[src/hw/rtl/bmh_pkg.sv]
package bmh_pkg;

  localparam logic MODE_PUSH = 1'b0;
  localparam logic MODE_POP  = 1'b1;

  localparam logic [1:0] STATUS_OK    = 2'd0;
  localparam logic [1:0] STATUS_EMPTY = 2'd1;
  localparam logic [1:0] STATUS_FULL  = 2'd2;

  // One stored task record
  typedef struct packed {
    logic [15:0] task_id;
    logic [15:0] burst_len;
    logic [7:0]  prio_level;
  } task_rec_t;

  typedef struct packed {
    logic        mode;
    logic [15:0] task_id;
    logic [15:0] burst_len;
    logic [7:0]  prio_level;
  } req_t;

  typedef struct packed {
    logic [1:0]  status;
    logic [15:0] out_task_id;
    logic [15:0] out_burst_len;
    logic [7:0]  out_prio_level;
    logic [6:0]  occupancy;
  } rsp_t;

endpackage

[src/hw/rtl/binary_min_heap_scheduler.sv]
// Task scheduler queue kept as a binary min-heap on prio_level in one RAM.
//
// Request channel (req_valid/req_ready/req): each request is a push
// (mode = MODE_PUSH) carrying task_id, burst_len, prio_level, or a pop.
// Response channel (rsp_valid/rsp_ready/rsp): exactly one response per
// request, in order, with status, the popped record (zero unless a pop
// succeeds) and the occupancy after the operation.
//
// One request is in work at a time. The RAM has one read and one write
// port with a registered read, so each heap level costs a read/compare pass.
// A push sifts up from the new leaf; a pop reads the root, then the last
// entry, and sifts it down. A full push or an empty pop goes straight to the
// response. The engine returns to idle as the response is registered, so the
// next request can be taken while that response waits.
// If the receiver stalls, the engine holds its finished result until the
// output register frees. Reset (synchronous, active high) empties the queue
// at once; the RAM needs no clearing since only entries below the count are used.
module binary_min_heap_scheduler #(
  parameter int CAPACITY = 64
) (
  input  logic          clk,
  input  logic          rst,
  input  logic          req_valid,
  output logic          req_ready,
  input  bmh_pkg::req_t req,
  output logic          rsp_valid,
  input  logic          rsp_ready,
  output bmh_pkg::rsp_t rsp
);

  localparam int AW = (CAPACITY > 1) ? $clog2(CAPACITY) : 1;
  localparam int CW = $clog2(CAPACITY + 1);
  localparam int XW = AW + 2;           // child index width, holds 2*pos+2
  localparam int OW = (CW > 7) ? CW : 7;
  localparam int RW = $bits(bmh_pkg::task_rec_t);

  localparam logic [3:0] S_IDLE    = 4'd0;
  localparam logic [3:0] S_UP_RD   = 4'd1;
  localparam logic [3:0] S_UP_CMP  = 4'd2;
  localparam logic [3:0] S_DN_ROOT = 4'd3;
  localparam logic [3:0] S_DN_LAST = 4'd4;
  localparam logic [3:0] S_DN_CHK  = 4'd5;
  localparam logic [3:0] S_DN_L    = 4'd6;
  localparam logic [3:0] S_DN_R    = 4'd7;
  localparam logic [3:0] S_FIN     = 4'd8;

  logic [3:0]           state;
  logic [CW-1:0]        count;
  logic [AW-1:0]        pos;        // current hole position
  bmh_pkg::task_rec_t   cur;        // record being sifted
  bmh_pkg::task_rec_t   lrec;       // left child captured during sift-down
  bmh_pkg::task_rec_t   pop_rec;    // record handed back by a pop
  logic [1:0]           status;

  logic                 we;
  logic [AW-1:0]        waddr;
  bmh_pkg::task_rec_t   wdata;
  logic [AW-1:0]        raddr;
  logic [RW-1:0]        rdata;
  bmh_pkg::task_rec_t   rd_rec;

  logic [AW-1:0]        parent_idx;
  logic [XW-1:0]        l_idx;
  logic [XW-1:0]        r_idx;
  logic [XW-1:0]        count_x;
  logic                 l_ok;
  logic                 r_ok;
  logic                 up_less;
  logic                 l_less;
  logic [7:0]           best_prio;
  logic                 r_less;
  logic                 out_free;
  logic [OW-1:0]        occ_wide;

  assign rd_rec     = rdata;
  assign parent_idx = (pos - AW'(1)) >> 1;
  assign l_idx      = {1'b0, pos, 1'b1};
  assign r_idx      = l_idx + XW'(1);
  assign count_x    = XW'(count);
  assign l_ok       = l_idx < count_x;
  assign r_ok       = r_idx < count_x;
  assign up_less    = cur.prio_level < rd_rec.prio_level;
  // left child wins on strict less-than, right must then beat the winner
  assign l_less     = lrec.prio_level < cur.prio_level;
  assign best_prio  = l_less ? lrec.prio_level : cur.prio_level;
  assign r_less     = r_ok && (rd_rec.prio_level < best_prio);
  assign out_free   = !rsp_valid || rsp_ready;
  assign occ_wide   = OW'(count);
  assign req_ready  = (state == S_IDLE);

  bmh_ram #(
    .WIDTH (RW),
    .DEPTH (CAPACITY)
  ) u_heap (
    .clk   (clk),
    .we    (we),
    .waddr (waddr),
    .wdata (wdata),
    .raddr (raddr),
    .rdata (rdata)
  );

  // RAM port control
  always_comb begin
    we    = 1'b0;
    waddr = pos;
    wdata = cur;
    raddr = '0;
    case (state)
      S_IDLE: begin
        raddr = '0;                      // root, used by a pop
      end
      S_UP_RD: begin
        if (pos == '0) begin
          we = 1'b1;
        end else begin
          raddr = parent_idx;
        end
      end
      S_UP_CMP: begin
        we = 1'b1;
        if (up_less) begin
          wdata = rd_rec;                // parent moves down into the hole
        end
      end
      S_DN_ROOT: begin
        raddr = count[AW-1:0];           // last entry, count already dropped
      end
      S_DN_CHK: begin
        if (l_ok) begin
          raddr = l_idx[AW-1:0];
        end else begin
          we = 1'b1;
        end
      end
      S_DN_L: begin
        raddr = r_idx[AW-1:0];
      end
      S_DN_R: begin
        we = 1'b1;
        if (r_less) begin
          wdata = rd_rec;
        end else if (l_less) begin
          wdata = lrec;
        end
      end
      default: begin
        we = 1'b0;
      end
    endcase
  end

  always_ff @(posedge clk) begin
    if (rst) begin
      state     <= S_IDLE;
      count     <= '0;
      rsp_valid <= 1'b0;
    end else begin
      if ((state == S_FIN) && out_free) begin
        rsp_valid <= 1'b1;
      end else if (rsp_valid && rsp_ready) begin
        rsp_valid <= 1'b0;
      end
      case (state)
        S_IDLE: begin
          if (req_valid) begin
            pop_rec <= '0;
            if (req.mode == bmh_pkg::MODE_PUSH) begin
              if (count >= CW'(CAPACITY)) begin
                status <= bmh_pkg::STATUS_FULL;
                state  <= S_FIN;
              end else begin
                status         <= bmh_pkg::STATUS_OK;
                cur.task_id    <= req.task_id;
                cur.burst_len  <= req.burst_len;
                cur.prio_level <= req.prio_level;
                pos            <= count[AW-1:0];
                count          <= count + CW'(1);
                state          <= S_UP_RD;
              end
            end else begin
              if (count == '0) begin
                status <= bmh_pkg::STATUS_EMPTY;
                state  <= S_FIN;
              end else begin
                status <= bmh_pkg::STATUS_OK;
                count  <= count - CW'(1);
                state  <= S_DN_ROOT;
              end
            end
          end
        end
        S_UP_RD: begin
          state <= (pos == '0) ? S_FIN : S_UP_CMP;
        end
        S_UP_CMP: begin
          if (up_less) begin
            pos   <= parent_idx;
            state <= S_UP_RD;
          end else begin
            state <= S_FIN;
          end
        end
        S_DN_ROOT: begin
          pop_rec <= rd_rec;
          state   <= S_DN_LAST;
        end
        S_DN_LAST: begin
          cur   <= rd_rec;
          pos   <= '0;
          state <= S_DN_CHK;
        end
        S_DN_CHK: begin
          state <= l_ok ? S_DN_L : S_FIN;
        end
        S_DN_L: begin
          lrec  <= rd_rec;
          state <= S_DN_R;
        end
        S_DN_R: begin
          if (r_less) begin
            pos   <= r_idx[AW-1:0];
            state <= S_DN_CHK;
          end else if (l_less) begin
            pos   <= l_idx[AW-1:0];
            state <= S_DN_CHK;
          end else begin
            state <= S_FIN;
          end
        end
        S_FIN: begin
          // hold the result until the output register frees
          if (out_free) begin
            rsp.status         <= status;
            rsp.out_task_id    <= pop_rec.task_id;
            rsp.out_burst_len  <= pop_rec.burst_len;
            rsp.out_prio_level <= pop_rec.prio_level;
            rsp.occupancy      <= occ_wide[6:0];
            state              <= S_IDLE;
          end
        end
        default: begin
          state <= S_IDLE;
        end
      endcase
    end
  end

endmodule

[src/hw/rtl/bmh_ram.sv]
module bmh_ram #(
  parameter int WIDTH = 40,
  parameter int DEPTH = 64
) (
  input  logic                     clk,
  input  logic                     we,
  input  logic [$clog2(DEPTH)-1:0] waddr,
  input  logic [WIDTH-1:0]         wdata,
  input  logic [$clog2(DEPTH)-1:0] raddr,
  output logic [WIDTH-1:0]         rdata
);

  logic [WIDTH-1:0] mem [DEPTH];

  always_ff @(posedge clk) begin
    if (we) begin
      mem[waddr] <= wdata;
    end
    rdata <= mem[raddr];
  end

endmodule
[config.mk]
export PLATFORM = sky130hd
export DESIGN_NAME = binary_min_heap_scheduler
export DESIGN_NICKNAME = d
export VERILOG_FILES = /design/src/hw/rtl/bmh_pkg.sv /design/src/hw/rtl/binary_min_heap_scheduler.sv /design/src/hw/rtl/bmh_ram.sv
export SDC_FILE = /design/constraint.sdc
export NUM_CORES = 2
export LEC_CHECK = 0
export BUFFER_PORTS_ARGS = -buffer_cell sky130_fd_sc_hd__buf_2
export CAP_MARGIN = 40
export CORE_AREA = 8 8 439 441
export DETAILED_ROUTE_END_ITERATION = 8
export DIE_AREA = 0 0 447 449
export PLACE_DENSITY = 0.74
export SYNTH_ARGS = -nofsm -noshare
export SYNTH_HDL_FRONTEND = slang
export SYNTH_HIERARCHICAL = 1
export SYNTH_SLANG_ARGS = --single-unit
[constraint.sdc]
create_clock -name clk -period 10.5 [get_ports clk]
set_input_delay 1.575 -clock clk [delete_from_list [all_inputs] [get_ports clk]]
set_output_delay 1.575 -clock clk [all_outputs]
set_load 0.1 [all_outputs]
### Yosys cells after proc, flatten, opt, wreduce, memory -nomap -nowiden

Memories as Yosys holds them, arrays and structs flattened. A register that Yosys moved wholly into a read port is not among the register bits.
Index checks and enable logic that the tools add are counted.
W data, S select, Z words.

* bits in registers: 189
* latch bits: 0
* bits in writable memories: 2560
* memory bits (read-only): 0
* input port bits: 45
* output and inout port bits: 51
* logic and storage cells: 113
* memories kept: 1

Memories
* u_heap.mem: depth 64, bits a word 40, read ports 1, clocked after memory_dff 1, write ports 1, line bmh_ram.sv:13 `logic [WIDTH-1:0] mem [DEPTH];`

* $add $sub $neg: 4
* $mul: 0
* divide/modulo/power cells: 0
* $lt $le $gt $ge: 6
* equality and inequality tests: 16
* shift operators: 0
* multiplexer cells: 45
* bitwise logic cells: 1
* reduce and logical (&&, ||, !) cells: 21

Operators by type and width (count)
* $mux W40: 7
* $pmux W40 S2: 3
* $pmux W6 S4: 2
* $mux W6: 7
* $mux W4: 10
* $pmux W4 S9: 1
* $lt A8 B8 Y1: 3
* $mux W7: 3
* $eq A4 B3 Y1 const B: 4
* $ne A2 B2 Y1 const B: 7
* $reduce_and A3 Y1: 3
* $add A7 B1 Y8 const B: 1
* $eq A4 B2 Y1 const B: 2
* $lt A8 B7 Y1: 1
* $mux W8: 1
* $add A7 B1 Y7 const B: 1
* $ge A7 B7 Y1 const B: 1
* $logic_not A7 Y1: 1
* $lt A7 B7 Y1: 1
* $mux W1: 7
* $reduce_and A7 Y1: 1
* $sub A7 B1 Y7 const B: 1
* $logic_not A6 Y1: 1
* $reduce_bool A2 Y1: 3
* 17 further kinds: 21

### Logic depth before layout (Yosys ltp)

* depth after elaboration: 6
* depth in mapped cells: 19
* mapped depth without buffers: 15

### Modules after synthesis

The synthesis kept the hierarchy.

Modules (own cells, without submodules)
* bmh_ram: times used 1, cells an instance 4195, area each 97853.8 sq um, seq. area each 77674.5 sq um
* binary_min_heap_scheduler: times used 1, cells an instance 686, area each 9071.2 sq um, seq. area each 5555.3 sq um

### Least setup slack after synthesis

OpenSTA, ideal clock, no wires.

* path kind: input port to flip-flop
* from: input port rsp_ready
* to: register rsp[0] in the netlist's numbering, enable pin
* setup time: 0.527 ns
* data arrival time: 5.340 ns
* data required time: 9.973 ns
* path slack: 4.633 ns
* stages on the path: 2
* path buffers: 0
* path through: nand2b_1 nor3b_1

* word-level cells in the longest chain between the ends: 2

RTL lines
* from (decl): line binary_min_heap_scheduler.sv:27 `input logic rsp_ready,`
* $logic_or A1 B1 Y1: line binary_min_heap_scheduler.sv:87 `assign out_free = !rsp_valid || rsp_ready;`
* $reduce_and A3 Y1 (no line)
* to (decl): line binary_min_heap_scheduler.sv:28 `output bmh_pkg::rsp_t rsp`

Every way passes these cells.
A chain may end at the register's enable or synchronous reset.

### Final worst setup path

* from: register pos[1]
* to: register u_heap.rdata[6], read port of u_heap.mem

* word-level cells in the longest chain between the ends: 3
* elaborated cells on any way between the ends: 7
* classes of those cells: add/sub (2); order compare (1); mux (3); reduce/logical (1)

RTL lines
* from (decl): line binary_min_heap_scheduler.sv:49 `logic [AW-1:0] pos;`
* from (signal assigned): line binary_min_heap_scheduler.sv:177 `pos <= count[AW-1:0];`
* from (signal assigned): line binary_min_heap_scheduler.sv:198 `pos <= parent_idx;`
* from (signal assigned): line binary_min_heap_scheduler.sv:222 `pos <= r_idx[AW-1:0];`
* $sub A6 B1 Y6, or another cell as far along: line binary_min_heap_scheduler.sv:76 `assign parent_idx = (pos - AW'(1)) >> 1;`
* $mux W5 or $mux W6 (tied branches): line binary_min_heap_scheduler.sv:114, binary_min_heap_scheduler.sv:130
* $pmux W6 S4 (*): line binary_min_heap_scheduler.sv:109 `case (state)`
* via raddr[2]: line binary_min_heap_scheduler.sv:58 `logic [AW-1:0] raddr;`
* to (decl): line bmh_ram.sv:10 `output logic [WIDTH-1:0] rdata`

The timed path passes the listed nets; every way through them passes the cells marked *.

==> run summary <==
Area growth syn-to-layout -> 13.32%
Worst Hold Path EP -> rsp[39]
Yosys reg bits -> 2789
post-CTS sizing -> 0
Layout Nets -> 5296
worst rel slew slack -> 28.34%
VDD IR-drop max -> 0.0001838 V
Register-to-Register Path Depth -> 14
number of enable flip-flop cells after synthesis -> 2737
# IOs -> 96
WL final -> 269900 um
DR DRC count -> 0
Cells after Synth -> 4881
Worst EP arrival -> 6.71 ns
status -> completed
clock buffer depth -> 4
initial antenna violation count -> 7
Worst-Margin Slew -> 1.075 ns
kind of end point of the critical path -> flip-flop
All-Layer GR Usage -> 26.62%
critical path class -> reg2reg
share of cells above drive strength 1 -> 27.72%
Critical Path RT -> 11.21 ns
CTS H-tree depth -> 5
post-route clock period utilization -> 57.13%
Initial Util -> 57.42%
vias in the first global route -> 54.02k
root buf cell -> clkbuf_16
RSZ-0062 raised after global routing -> false
post-CTS setup repair buffer count -> 0
via/cell ratio -> 6.802
Final GP Congestion -> 0.8779
clock sinks -> 2789
commonest register cell after synthesis -> edfxtp_1
hold path depth -> 0
crit path launch type -> flip-flop
Final Slew Violations -> 0
number of max-cap violations -> 0
Pwr Density -> 260.7 nW/um^2
CTS clk-pin slew, worst paths -> 0.06 ns
Synth Net Count -> 4968
grt ovf -> 0
first-pass GRT wire length -> 387300 um
CTS buffer count -> 280
Hold Crit Class -> reg2reg
FP Rows -> 159
die extent in y -> 449 um
post-synthesis cell area -> 106900 um^2
Period minus WS final -> 5.999 ns
reg2reg start -> pos[1]
DIE AREA -> 200700 um^2
Hold Startpoint -> pop_rec[32]
dpl cell area -> 112600 um^2
fmax -> 166.7 MHz
PortBufs -> 95
Leak -> 37.12 nW
Ys Warns -> 6
CTS tree -> built
setup_tns -> 0 ns
First-pass DRT Iterations -> 6
ANT nets after route -> 0
Worst-Skew Late Latency -> 0.93 ns
width of the die -> 447 um
Setup-failing EPs final -> 0
core area -> 186200 um^2
ys async rst share -> 0%
Avg Cell Area, Syn -> 21.91 um^2
Seq/Total Area, Yosys -> 77.84%
DP HPWL -> 148200 um
Synth cell types -> 66
largest net degree at the start of global routing -> 133
Setup Skew -> 0.05302 ns
CP Max Fanout -> 122
routed length per instance -> 34.15 um
reg2reg setup slack -> 4.50 ns
Vias -> 53.76k
Finished Cell Area -> 121200 um^2
# hold bufs at CTS -> 0
DR iter-0 viols -> 7535
final hold violation count -> 0
Critical R2R Capture -> u_heap/rdata[6]
## worst max-delay path, stage by stage (launching register included)
cell      delay (ns)
edfxtp_1        0.68
ha_1            0.33
nor2b_1         0.13
o21a_1          0.17
o21ai_0         0.18
a21oi_1         0.11
nor3_1          0.49
inv_1           0.30
o221ai_4        0.64
buf_12          0.54
or2_2           0.73
o22ai_1         0.20
nor2_1          0.24
a21oi_1         0.14
a211oi_1        0.68
## report_power, final
part	switching, mW	internal (mW)	total, mW
Clock	4.00	5.51	9.51
Sequential	0.387	14.3	14.7
Combinational	4.76	2.59	7.35
Total	9.14	22.4	31.6
## layer usage
| layer | vias to the layer above | wire length [um] | GRT usage [%] |
|---|---|---|---|
| met3 | 640 | 28990 | 5.128 |
| li1 | 21290 | - | - |
| met4 | 8 | 12220 | 10.68 |
| met1 | 28250 | 98550 | 37.03 |
| met2 | 3573 | 130000 | 42.19 |
| met5 | - | 55 | 0 |
## cells by family after synthesis
family,share of synthesized area [%]
DFF,77.84
muxes,14.71
AOI/OAI and AO/OA,3.445
and+or+nand+nor,1.941
buffers and inverters,1.456
adders and majority gates,0.4985
xor gates and xnor gates,0.1065
## cell usage after synthesis (all sizes together), types with 41 or more instances
| cell type | number | area share, % |
|---|---|---|
| nand2 | 49 | 0.17 |
| a221o | 42 | 0.39 |
| nor2b | 46 | 0.27 |
| buf | 173 | 0.99 |
| clkbuf | 94 | 0.33 |
| ha | 41 | 0.48 |
| mux4 | 608 | 13 |
| a21oi | 99 | 0.47 |
| dfxtp | 52 | 0.97 |
| mux2i | 116 | 1.1 |
| mux2 | 78 | 0.82 |
| o22ai | 143 | 0.84 |
| o221ai | 48 | 0.39 |
| nor2 | 149 | 0.52 |
| edfxtp | 2737 | 77 |
## final cells by class
| type | instances | area, um^2 |
|---|---|---|
| clock inverters | 107 | 898.4 |
| inverters | 38 | 142.6 |
| repair buffers | 313 | 3273 |
| flip-flops and latches | 2789 | 83230 |
| fillers | 11620 | 65040 |
| clock buffers | 371 | 7677 |
| multi-input cells | 1787 | 22820 |
| well taps | 2495 | 3122 |
| diodes | 3 | 7.507 |
## how the worst max path moves through the flow
stage               startpoint               end  depth (start not counted)
detailed placement      pos[1]   u_heap/rdata[6]                         14
finish                  pos[1]   u_heap/rdata[6]                         14
CTS                     pos[1]   u_heap/rdata[6]                         14
global placement        pos[1]  u_heap/rdata[36]                         15
global route            pos[1]   u_heap/rdata[6]                         15
floorplan            rsp_ready            rsp[0]                          2
## state kept, by name, summed over array words and instances, names as in the netlist
register      count
cur              40
count             7
u_heap/rdata     40
rsp_valid         1
pos               6
rsp              49
u_heap/mem     2560
state             4
status            2
pop_rec          40
lrec             40
## cells in the final DEF, fill, tap and decap left out, drive strengths merged, types with 38 or more instances in the layout
cell / count
edfxtp: 2737
mux4: 608
clkbuf: 371
buf: 313
nor2: 149
o22ai: 143
mux2i: 116
a21oi: 99
clkinv: 84
mux2: 78
dfxtp: 52
nand2: 49
o221ai: 48
nor2b: 46
a221o: 42
inv: 42
ha: 41
and2: 38
o21ai: 38
## metrics by stage
step	hold WS [ns]	power [mW]	cells	util, %	worst slack [ns]
6_report	0.4127	31.59	7903	65.07	4.501
5_1_grt	0.4253	32.44	7901	65.07	4.253
4_1_cts	0.4149	31.61	7900	65.07	4.529
3_5_place_dp	0.4052	22.19	7422	60.46	4.553
3_3_place_gp	0.4027	21.61	7337	59.54	4.138
2_1_floorplan	0.4003	19.38	4881	-	4.633
Power figures use the tool's default switching activity.
